===== src/hw/rtl/calt_pkg.sv =====
// shared types, constants and the month length table for the calendar time adder
package calt_pkg;

  localparam int YEAR_BITS = 16;
  localparam int YEAR_RESET = 2026;
  localparam int GIVEN_YEAR_W = 16;
  localparam int CMP_YEAR_W = (YEAR_BITS > GIVEN_YEAR_W) ? YEAR_BITS : GIVEN_YEAR_W;

  localparam int MIN_PER_HOUR = 60;
  localparam int HOURS_PER_DAY = 24;
  localparam int MONTHS = 12;

  // width of the running minute, hour and day sums
  localparam int ACC_W = 17;
  // reciprocals for floor(x / 60) and floor(x / 24), exact for any ACC_W-bit x
  localparam int MUL_W = 18;
  localparam int PROD_W = ACC_W + MUL_W;
  localparam int DIV60_MUL = 139811;
  localparam int DIV60_SHIFT = 23;
  localparam int DIV24_MUL = 174763;
  localparam int DIV24_SHIFT = 22;

  typedef enum logic [1:0] {
    CMD_LOAD = 2'd0,
    CMD_ADD  = 2'd1,
    CMD_CMP  = 2'd2
  } cmd_t;

  typedef struct packed {
    logic [1:0]  command;
    logic [4:0]  given_day;
    logic [3:0]  given_month;
    logic [15:0] given_year;
    logic [4:0]  given_hours;
    logic [5:0]  given_minutes;
    logic [15:0] add_days;
    logic [15:0] add_hours;
    logic [15:0] add_minutes;
  } in_item_t;

  typedef struct packed {
    logic [4:0]  cur_day;
    logic [3:0]  cur_month;
    logic [15:0] cur_year;
    logic [4:0]  cur_hours;
    logic [5:0]  cur_minutes;
    logic        later_flag;
  } out_item_t;

  typedef struct packed {
    logic [YEAR_BITS-1:0] year;
    logic [3:0]           month;
    logic [4:0]           day;
    logic [4:0]           hour;
    logic [5:0]           minute;
  } stamp_t;

  // no leap years; invalid month codes count as 31 days
  function automatic logic [4:0] month_days(input logic [3:0] month);
    logic [4:0] d;
    case (month)
      4'd2:    d = 5'd28;
      4'd4:    d = 5'd30;
      4'd6:    d = 5'd30;
      4'd9:    d = 5'd30;
      4'd11:   d = 5'd30;
      default: d = 5'd31;
    endcase
    return d;
  endfunction

endpackage


===== src/hw/rtl/calt_sub.sv =====
// shared subtract and compare unit used by the divider steps and the month walk
module calt_sub (
  input  logic [calt_pkg::ACC_W-1:0] a,
  input  logic [calt_pkg::ACC_W-1:0] b,
  output logic [calt_pkg::ACC_W-1:0] diff,
  output logic                       ge
);
  import calt_pkg::*;

  logic [ACC_W:0] full;

  assign full = {1'b0, a} - {1'b0, b};
  assign diff = full[ACC_W-1:0];
  assign ge   = ~full[ACC_W];

endmodule


===== src/hw/rtl/calt_cmp.sv =====
// ordered compare of the stored timestamp against the given one
module calt_cmp (
  input  calt_pkg::stamp_t   stored,
  input  calt_pkg::in_item_t given,
  output logic               later
);
  import calt_pkg::*;

  logic [CMP_YEAR_W-1:0] sy;
  logic [CMP_YEAR_W-1:0] gy;

  assign sy = CMP_YEAR_W'(stored.year);
  assign gy = CMP_YEAR_W'(given.given_year);

  always_comb begin
    if (sy != gy) begin
      later = sy > gy;
    end else if (stored.month != given.given_month) begin
      later = stored.month > given.given_month;
    end else if (stored.day != given.given_day) begin
      later = stored.day > given.given_day;
    end else if (stored.hour != given.given_hours) begin
      later = stored.hour > given.given_hours;
    end else begin
      later = stored.minute > given.given_minutes;
    end
  end

endmodule


===== src/hw/rtl/calendar_time_adder.sv =====
// calendar time adder: sequencer, timestamp registers and result register
//
//   port group   dir   handshake             payload
//   in_          in    in_valid / in_ready   in_data  (calt_pkg::in_item_t)
//   out_         out   out_valid / out_ready out_data (calt_pkg::out_item_t)
//
// load, compare and the unused command go from S_IDLE straight to S_OUT.
// add divides by 60 and by 24, each as a reciprocal multiply (S_MDIV, S_HDIV) and
// a remainder on the shared subtractor (S_MREM, S_HREM), then a month walk, one month
// per cycle on the shared subtractor (S_WALK), before S_OUT.
// one item at a time: in_ready is high only when no item is in flight.
// the result holds in out_data until out_ready takes it; reset is synchronous.
module calendar_time_adder (
  input  logic                 clk,
  input  logic                 rst_n,
  input  logic                 in_valid,
  output logic                 in_ready,
  input  calt_pkg::in_item_t   in_data,
  output logic                 out_valid,
  input  logic                 out_ready,
  output calt_pkg::out_item_t  out_data
);
  import calt_pkg::*;

  typedef enum logic [6:0] {
    S_IDLE = 7'b0000001,
    S_MDIV = 7'b0000010,
    S_MREM = 7'b0000100,
    S_HDIV = 7'b0001000,
    S_HREM = 7'b0010000,
    S_WALK = 7'b0100000,
    S_OUT  = 7'b1000000
  } state_t;

  state_t               state_r, state_nxt;
  stamp_t               ts_r, ts_nxt;
  in_item_t             item_r, item_nxt;
  logic [ACC_W-1:0]     acc_r, acc_nxt;
  logic [ACC_W-1:0]     quot_r, quot_nxt;
  logic                 flag_r, flag_nxt;

  logic [ACC_W-1:0]     sub_a, sub_b, sub_diff;
  logic                 sub_ge;
  logic                 later;
  logic [MUL_W-1:0]     recip;
  logic [PROD_W-1:0]    prod;
  logic [ACC_W-1:0]     quot_calc;
  logic [3:0]           month_inc;

  calt_sub u_sub (
    .a    (sub_a),
    .b    (sub_b),
    .diff (sub_diff),
    .ge   (sub_ge)
  );

  calt_cmp u_cmp (
    .stored (ts_r),
    .given  (in_data),
    .later  (later)
  );

  // operand select for the shared subtractor
  always_comb begin
    sub_a = acc_r;
    sub_b = ACC_W'(month_days(ts_r.month));
    case (state_r)
      S_MREM: begin
        sub_b = quot_r * ACC_W'(MIN_PER_HOUR);
      end
      S_HREM: begin
        sub_b = quot_r * ACC_W'(HOURS_PER_DAY);
      end
      default: begin
        sub_b = ACC_W'(month_days(ts_r.month));
      end
    endcase
  end

  // quotient by reciprocal multiply, remainder on the subtractor next cycle
  assign recip     = (state_r == S_HDIV) ? MUL_W'(DIV24_MUL) : MUL_W'(DIV60_MUL);
  assign prod      = PROD_W'(acc_r) * PROD_W'(recip);
  assign quot_calc = (state_r == S_HDIV) ? ACC_W'(prod >> DIV24_SHIFT)
                                         : ACC_W'(prod >> DIV60_SHIFT);
  assign month_inc = ts_r.month + 4'd1;

  always_comb begin
    state_nxt = state_r;
    ts_nxt    = ts_r;
    item_nxt  = item_r;
    acc_nxt   = acc_r;
    quot_nxt  = quot_r;
    flag_nxt  = flag_r;
    case (state_r)
      S_IDLE: begin
        if (in_valid) begin
          item_nxt  = in_data;
          flag_nxt  = 1'b0;
          state_nxt = S_OUT;
          case (in_data.command)
            CMD_LOAD: begin
              ts_nxt.year   = YEAR_BITS'(in_data.given_year);
              ts_nxt.month  = in_data.given_month;
              ts_nxt.day    = in_data.given_day;
              ts_nxt.hour   = in_data.given_hours;
              ts_nxt.minute = in_data.given_minutes;
            end
            CMD_ADD: begin
              acc_nxt   = ACC_W'(ts_r.minute) + ACC_W'(in_data.add_minutes);
              state_nxt = S_MDIV;
            end
            CMD_CMP: begin
              flag_nxt = later;
            end
            default: begin
              flag_nxt = 1'b0;
            end
          endcase
        end
      end
      S_MDIV: begin
        quot_nxt  = quot_calc;
        state_nxt = S_MREM;
      end
      S_MREM: begin
        ts_nxt.minute = sub_diff[5:0];
        acc_nxt   = ACC_W'(ts_r.hour) + quot_r + ACC_W'(item_r.add_hours);
        state_nxt = S_HDIV;
      end
      S_HDIV: begin
        quot_nxt  = quot_calc;
        state_nxt = S_HREM;
      end
      S_HREM: begin
        ts_nxt.hour = sub_diff[4:0];
        acc_nxt     = ACC_W'(ts_r.day) + quot_r + ACC_W'(item_r.add_days);
        state_nxt   = S_WALK;
      end
      S_WALK: begin
        // step a month while the day count overruns the current month
        if (sub_ge && (sub_diff != '0)) begin
          acc_nxt = sub_diff;
          if (month_inc > 4'(MONTHS)) begin
            ts_nxt.month = 4'd1;
            ts_nxt.year  = ts_r.year + YEAR_BITS'(1);
          end else begin
            ts_nxt.month = month_inc;
          end
        end else begin
          ts_nxt.day = acc_r[4:0];
          state_nxt  = S_OUT;
        end
      end
      S_OUT: begin
        if (out_ready) begin
          state_nxt = S_IDLE;
        end
      end
      default: begin
        state_nxt = S_IDLE;
      end
    endcase
  end

  always_ff @(posedge clk) begin
    if (!rst_n) begin
      state_r   <= S_IDLE;
      ts_r.year <= YEAR_BITS'(YEAR_RESET);
      ts_r.month  <= 4'd1;
      ts_r.day    <= 5'd1;
      ts_r.hour   <= 5'd0;
      ts_r.minute <= 6'd0;
    end else begin
      state_r <= state_nxt;
      ts_r    <= ts_nxt;
    end
  end

  always_ff @(posedge clk) begin
    item_r <= item_nxt;
    acc_r  <= acc_nxt;
    quot_r <= quot_nxt;
    flag_r <= flag_nxt;
  end

  assign in_ready  = state_r == S_IDLE;
  assign out_valid = state_r == S_OUT;

  always_comb begin
    out_data.cur_day     = ts_r.day;
    out_data.cur_month   = ts_r.month;
    out_data.cur_year    = 16'(ts_r.year);
    out_data.cur_hours   = ts_r.hour;
    out_data.cur_minutes = ts_r.minute;
    out_data.later_flag  = flag_r;
  end

endmodule

===== config.mk =====
export PLATFORM = sky130hd
export DESIGN_NAME = calendar_time_adder
export DESIGN_NICKNAME = d
export VERILOG_FILES = /design/src/hw/rtl/calt_pkg.sv /design/src/hw/rtl/calt_sub.sv /design/src/hw/rtl/calt_cmp.sv /design/src/hw/rtl/calendar_time_adder.sv
export SDC_FILE = /design/constraint.sdc
export NUM_CORES = 1
export LEC_CHECK = 0
export BUFFER_PORTS_ARGS = -buffer_cell sky130_fd_sc_hd__buf_2
export CAP_MARGIN = 20
export CORE_MARGIN = 3
export CORE_UTILIZATION = 49
export CTS_BUF_LIST = sky130_fd_sc_hd__clkbuf_8
export CTS_CLUSTER_DIAMETER = 200
export DETAILED_ROUTE_END_ITERATION = 12
export PLACE_DENSITY_LB_ADDON = 0.15
export SLEW_MARGIN = 20
export SYNTH_ARGS = -nofsm -noshare
export SYNTH_HDL_FRONTEND = slang
export SYNTH_SLANG_ARGS = --single-unit

===== constraint.sdc =====
create_clock -name clk -period 19.7 [get_ports clk]
set_input_delay 3.94 -clock clk [delete_from_list [all_inputs] [get_ports clk]]
set_output_delay 3.94 -clock clk [all_outputs]
set_load 0.01 [all_outputs]

== Yosys cells after proc, flatten, opt, wreduce, memory -nomap -nowiden ==
Cells that the tools add are included.

* Memories kept: 0
* Word-level logic and storage cells: 98
* Bits in writable memories: 0
* Output and inout port bits: 39
* Memory bits (read-only): 0
* Bits in latches: 0
* Register bits after elaboration: 110
* Bits of input ports: 90

* Eq/ne operators: 25
* Divide/modulo/power cells: 0
* Magnitude comparators: 6
* Bitwise operators: 1
* Add/subtract/negate cells: 8
* Mux-type cells: 26
* Shift operators: 0
* Reduce and logical (&&, ||, !) cells: 17
* Multipliers: 3

{| class="wikitable"
|+ Operators by type and width
! kind !! count
|-
| 36-bit 2-to-1 mux || 2
|-
| 17-bit one-hot mux with 4 select lines || 1
|-
| 17-bit 2-to-1 mux || 3
|-
| 25-bit one-hot mux with 2 select lines || 1
|-
| 7-bit one-hot mux with 7 select lines || 1
|-
| 17-bit by 18-bit multiplier with 35-bit output || 1
|-
| 17-bit by 16-bit adder with 17-bit output || 2
|-
| 5-bit by 17-bit adder with 17-bit output || 2
|-
| 17-bit one-hot mux with 2 select lines || 1
|-
| 16-bit 2-to-1 mux || 2
|-
| 7-bit 2-to-1 mux || 4
|-
| 20-bit 2-to-1 mux || 1
|-
| 17-bit by 17-bit subtractor with 18-bit output || 1
|-
| 6-bit by 16-bit adder with 17-bit output || 1
|-
| 17-bit by 2-bit multiplier with 14-bit output (second input constant) || 1
|-
| 17-bit by 4-bit multiplier with 15-bit output (second input constant) || 1
|-
| 17-bit nonzero test || 1
|-
| 16-bit by 1-bit adder with 16-bit output (second input constant) || 1
|-
| 16-bit greater-than comparator || 1
|-
| 16-bit inequality test || 1
|-
| 12-bit 2-to-1 mux || 1
|-
| 6-bit one-hot mux with 2 select lines || 1
|-
| 4-bit AND reduction || 3
|-
| 5-bit greater-than comparator || 2
|-
| other kinds (35) || 50
|}

== Depth between registers and ports, before layout ==
* Depth in word-level cells: 9
* Depth in mapped cells: 27

== By module ==
Synthesis repeated with hierarchy kept, for this count alone.

* Cell total of the unflattened synthesis: 1630
* Area total of the unflattened synthesis: 15035.7 um2

{| class="wikitable"
|+ Modules (own cells, without submodules)
! module !! instances !! area an instance (um2) !! seq. area each (um2) !! cells an instance
|-
| calendar_time_adder || 1 || 13277.7 || 2752.6 || 1386
|-
| calt_cmp || 1 || 908.4 || 0.0 || 128
|-
| calt_sub || 1 || 849.6 || 0.0 || 116
|}

== Least setup slack after synthesis ==
Ideal clock, no wire load.

* Path type: register to register
* Start: register state_r[5]
* End: register quot_r[11] (data pin)
* Arrival time: 7.349 ns
* Path slack: 12.087 ns
* Stages on the path, launching flop included: 28
* Path buffers: 2
* Cells stage by stage: dfxtp_1 -> or3_1 -> or3_1 -> nor3b_1 -> clkbuf_1 -> and2_1 -> ha_1 -> inv_1 -> fa_1 -> fa_1 -> inv_1 -> fa_1 -> inv_1 -> fa_1 -> inv_1 -> fa_1 -> ha_1 -> a21o_1 -> a221oi_2 -> o21a_2 -> a21oi_2 -> or3_1 -> buf_6 -> a31o_4 -> a2111o_1 -> a31oi_2 -> and3_1 -> nor3_1

* Word-level cells in the longest chain between the ends: 4

{| class="wikitable"
|+ Ends and longest elaborated chain
! what !! line !! text
|-
| from (decl) || calendar_time_adder.sv:35 || <nowiki>state_t state_r, state_nxt;</nowiki>
|-
| from (signal assigned) || calendar_time_adder.sv:174 || <nowiki>state_r <= state_nxt;</nowiki>
|-
| 7-bit by 4-bit == test with 1-bit output * || calendar_time_adder.sv:81, calendar_time_adder.sv:83 ||
|-
| 16-bit 2-to-1 mux || calendar_time_adder.sv:81 || <nowiki>assign recip = (state_r == S_HDIV) ? MUL_W'(DIV24_MUL) : MUL_W'(DIV60_MUL);</nowiki>
|-
| 17-bit by 18-bit multiplier with 35-bit output || calendar_time_adder.sv:82 || <nowiki>assign prod = PROD_W'(acc_r) * PROD_W'(recip);</nowiki>
|-
| 12-bit 2-to-1 mux * || calendar_time_adder.sv:83 || <nowiki>assign quot_calc = (state_r == S_HDIV) ? ACC_W'(prod >> DIV24_SHIFT)</nowiki>
|-
| via quot_calc[11] || calendar_time_adder.sv:47 || <nowiki>logic [ACC_W-1:0] quot_calc;</nowiki>
|-
| to (signal assigned) || calendar_time_adder.sv:182 || <nowiki>quot_r <= quot_nxt;</nowiki>
|-
| to (decl) || calendar_time_adder.sv:39 || <nowiki>logic [ACC_W-1:0] quot_r, quot_nxt;</nowiki>
|}

The timed path passes the listed nets; every way through them passes the cells marked *.
A chain may end at the register's enable or synchronous reset.

== Final worst setup path ==
Ends and elaborated chain as after synthesis.

==> key figures <==
Timing
  • Worst-Margin Slew: 0.9454 ns
  • Clock skew: 0.02754 ns
  • Final setup viols: 0
  • Slew headroom: 36.80%
  • Final worst path period share: 40.02%
  • Final min period: 7.885 ns
  • Min Hold Slack: 0.5470 ns
  • Max Slew Vio Count: 0
  • Final hold vios: 0
  • Post-route setup TNS: 0 ns
  • RSZ-0062 raised after global routing: false
  • Max frequency: 126.8 MHz

Layout
  • Diode count: 0
  • Final instance area: 16250 µm²
  • Nets: 2224
  • Fin util: 54.38%
  • Proportion of layout cells with a drive suffix above 1: 10.51%
  • Fin cells: 2141
  • Area Overhead vs Synth: 8.353%

Worst hold path
  • Min-Delay Path Class: reg -> reg

Placement
  • Port Buffers: 128
  • Final HPWL DP: 32760 µm
  • Final GP Congestion: 0.9156
  • Post-Place Cells: 2125
  • Placed Area: 16020 µm²

Logic synthesis
  • Ys flop type: edfxtp_1
  • Mapped Area: 14990 µm²
  • Synth top area share: 21.78%
  • Area contributors post-synth: ha_1, fa_1, edfxtp_1
  • Yosys Warn Count: 0
  • Netlist cell types: 91
  • Seq/Total Area, Yosys: 18.36%
  • Syn_nets: 2117
  • #FFs+latches synth: 106
  • Area leader, netlist: ha_1
  • Number of enable flip-flop cells after synthesis: 63
  • Post-synth ARST share: 0%
  • Syn_area_per_cell: 9.148 µm²
  • Synth Instances: 1639

Clock network
  • CTS Root Cell: clkbuf_8
  • CTS sink count: 106
  • CTS tree: built
  • Skew-Pair Late Insertion Delay: 0.42 ns
  • Clk buf depth: 2
  • Post-CTS Setup Inserts: 0
  • Total CTS buffers: 9
  • CTS Hold Bufs: 0
  • Clock slew at reported path FFs: 0.12 ns
  • H-tree Lvls: 3
  • CTS resizes: 0

Worst setup path
  • Worst setup SP type: flop
  • Crit path top cell by count: fa_1
  • R2r setup slk: 11.82 ns
  • Worst r2r src: state_r[5]$_SDFFE_PN0P_
  • Worst Path Max Fanout: 35
  • Crit path DAT: 8.06 ns
  • Reg2reg path depth: 26
  • CP Capture Point: quot_r[11]$_DFFE_PP_
  • Slowest CP cell: fa_1
  • Crit-path max cell delay: 0.55 ns
  • CP required: 19.87 ns
  • CP endpoint kind: flop
  • Worst reg2reg path endpoint: quot_r[11]$_DFFE_PP_
  • Crit. Startpoint: state_r[5]$_SDFFE_PN0P_
  • Type of the worst setup path: reg -> reg

Route
  • DRC viols: 0
  • Drt first pass iters: 5
  • WL/cell: 18.76 µm
  • DRT antenna net count: 0
  • DRT Wirelength: 40160 µm
  • Vias: 12380
  • Initial DRC count: 867
  • Vias/cell: 5.781

Global routing
  • GR Layer Usage met3: 3.845%
  • Number of global-route vias before repair: 12130
  • Most Used Layer, Global Route: met2
  • M1 GR Usage: 35.63%
  • Initial antenna violation count: 0
  • First-pass GRT wire length: 65050 µm
  • GR Overflow Total: 0
  • GRT Total Usage: 24.59%
  • M2 GR Usage: 39.09%
  • Largest net degree at the start of global routing: 53

Status
  • Run status: finished clean

Die
  • Core area: 29870 µm²
  • # rows: 63
  • Io pins: 129
  • Die Width: 180.9 µm
  • Die Ht: 180.9 µm
  • Die Footprint: 32740 µm²
  • Initial Util: 50.19%

Run
  • Max_cap viols: 0

Power and ir drop
  • Leakage: 7.895 nW
  • Power Dens Cells: 50.40 nW/µm²
  • Worst VDD drop: 0.00003036 V
[where the power goes]
| group | internal, mW | switching [mW] |
|---|---|---|
| combinational | 0.171 | 0.220 |
| clock | 0.0624 | 0.0936 |
| sequential | 0.256 | 0.0162 |
| total | 0.489 | 0.330 |
[worst min-delay path by stage]
stage / startpoint / to / slack (ns) / cells past startpoint
6_report: out_data[5]$_SDFFE_PN0P_ / out_data[5]$_SDFFE_PN0P_ / 0.55 / 2
5_1_grt: out_data[1]$_SDFFE_PN0P_ / out_data[1]$_SDFFE_PN0P_ / 0.58 / 2
4_1_cts: out_data[1]$_SDFFE_PN0P_ / out_data[1]$_SDFFE_PN0P_ / 0.54 / 2
3_5_place_dp: out_data[1]$_SDFFE_PN0P_ / out_data[1]$_SDFFE_PN0P_ / 0.52 / 2
3_3_place_gp: out_data[1]$_SDFFE_PN0P_ / out_data[1]$_SDFFE_PN0P_ / 0.51 / 2
2_1_floorplan: state_r[1]$_SDFFE_PN0P_ / state_r[2]$_SDFFE_PN0P_ / 0.49 / 2
[cell families after synthesis]
family                   share of synthesized area (%)
AO/OA/AOI/OAI                                    16.29
XOR/XNOR                                         4.322
adder cells (fa/ha/maj)                          38.73
buffers and inverters                            6.859
flip-flops                                       18.36
multiplexers                                    0.4756
AND/OR/NAND/NOR                                  14.96
[stage by stage]
stage          worst slack (ns)  total power [mW]
3_5_place_dp              11.87            0.6649
3_3_place_gp              12.01            0.6554
6_report                  11.82            0.8189
5_1_grt                   11.46            0.8898
2_1_floorplan             12.09            0.5660
4_1_cts                   11.83            0.8230
[registers in the layout, indices dropped and copies added (netlist names)]
| register | flops |
|---|---|
| acc_r | 17 |
| flag_r | 1 |
| item_r | 32 |
| out_data | 36 |
| quot_r | 13 |
| state_r | 7 |
[Yosys cell counts, types with 3 or more instances]
| master | instances |
|---|---|
| nor4_1 | 9 |
| nand2_1 | 116 |
| nand3_1 | 37 |
| o31ai_1 | 10 |
| nor2b_1 | 21 |
| a2111oi_0 | 5 |
| o22a_1 | 3 |
| and4_1 | 3 |
| ha_1 | 261 |
| a22oi_1 | 14 |
| o32a_1 | 4 |
| fa_1 | 127 |
| a311oi_1 | 19 |
| a211oi_1 | 8 |
| nand4_1 | 18 |
| o211ai_1 | 17 |
| nand2b_1 | 13 |
| or3_1 | 16 |
| a31o_2 | 3 |
| o21bai_1 | 5 |
| and3b_1 | 3 |
| edfxtp_1 | 63 |
| nor3b_1 | 5 |
| o21ai_1 | 3 |
| dfxtp_1 | 43 |
| and2_1 | 26 |
| mux2i_1 | 6 |
| o21ai_0 | 55 |
| o2111ai_1 | 4 |
| buf_2 | 3 |
| inv_1 | 226 |
| and3_1 | 16 |
| nor2_1 | 102 |
| nor3_1 | 37 |
| a21o_1 | 37 |
| xor2_1 | 23 |
| clkbuf_1 | 33 |
| a31oi_1 | 13 |
| xnor2_1 | 51 |
| o21a_1 | 15 |
| o22ai_1 | 10 |
| a221oi_1 | 4 |
| nand3b_1 | 5 |
| a21oi_1 | 83 |
[cell type report]
cell class,count,area [µm²]
timing repair buffer,137,708.2
fill,2759,13630
tap,390,488.0
clock buffer,9,123.9
inverter,226,848.3
sequential,106,2753
clock inverter,7,96.34
multi-input combinational,1266,11230
[worst max-delay path, delay by kind of cell, from the launching register on]
kind / cells / cell delay, ns
DFF: 1 / 0.36
and+or+nand+nor: 7 / 1.88
AOI/OAI and AO/OA: 7 / 1.65
buffers and inverters: 5 / 0.66
adders and majority gates: 7 / 3.09
[cells in the final DEF, fill, tap and decap left out, types with 43 or more instances in the layout]
cell type	count
ha_1	261
inv_1	226
buf_2	128
fa_1	127
nand2_1	116
nor2_1	102
a21oi_1	83
edfxtp_1	63
o21ai_0	55
xnor2_1	51
dfxtp_1	43
[routing by layer]
metal / share of wire [%] / vias up
li1: - / 6014
met1: 47 / 5955
met2: 45 / 372
met3: 6.4 / 37
met5: 0 / -
met4: 1.7 / 0
Power figures use the tool's default switching activity.
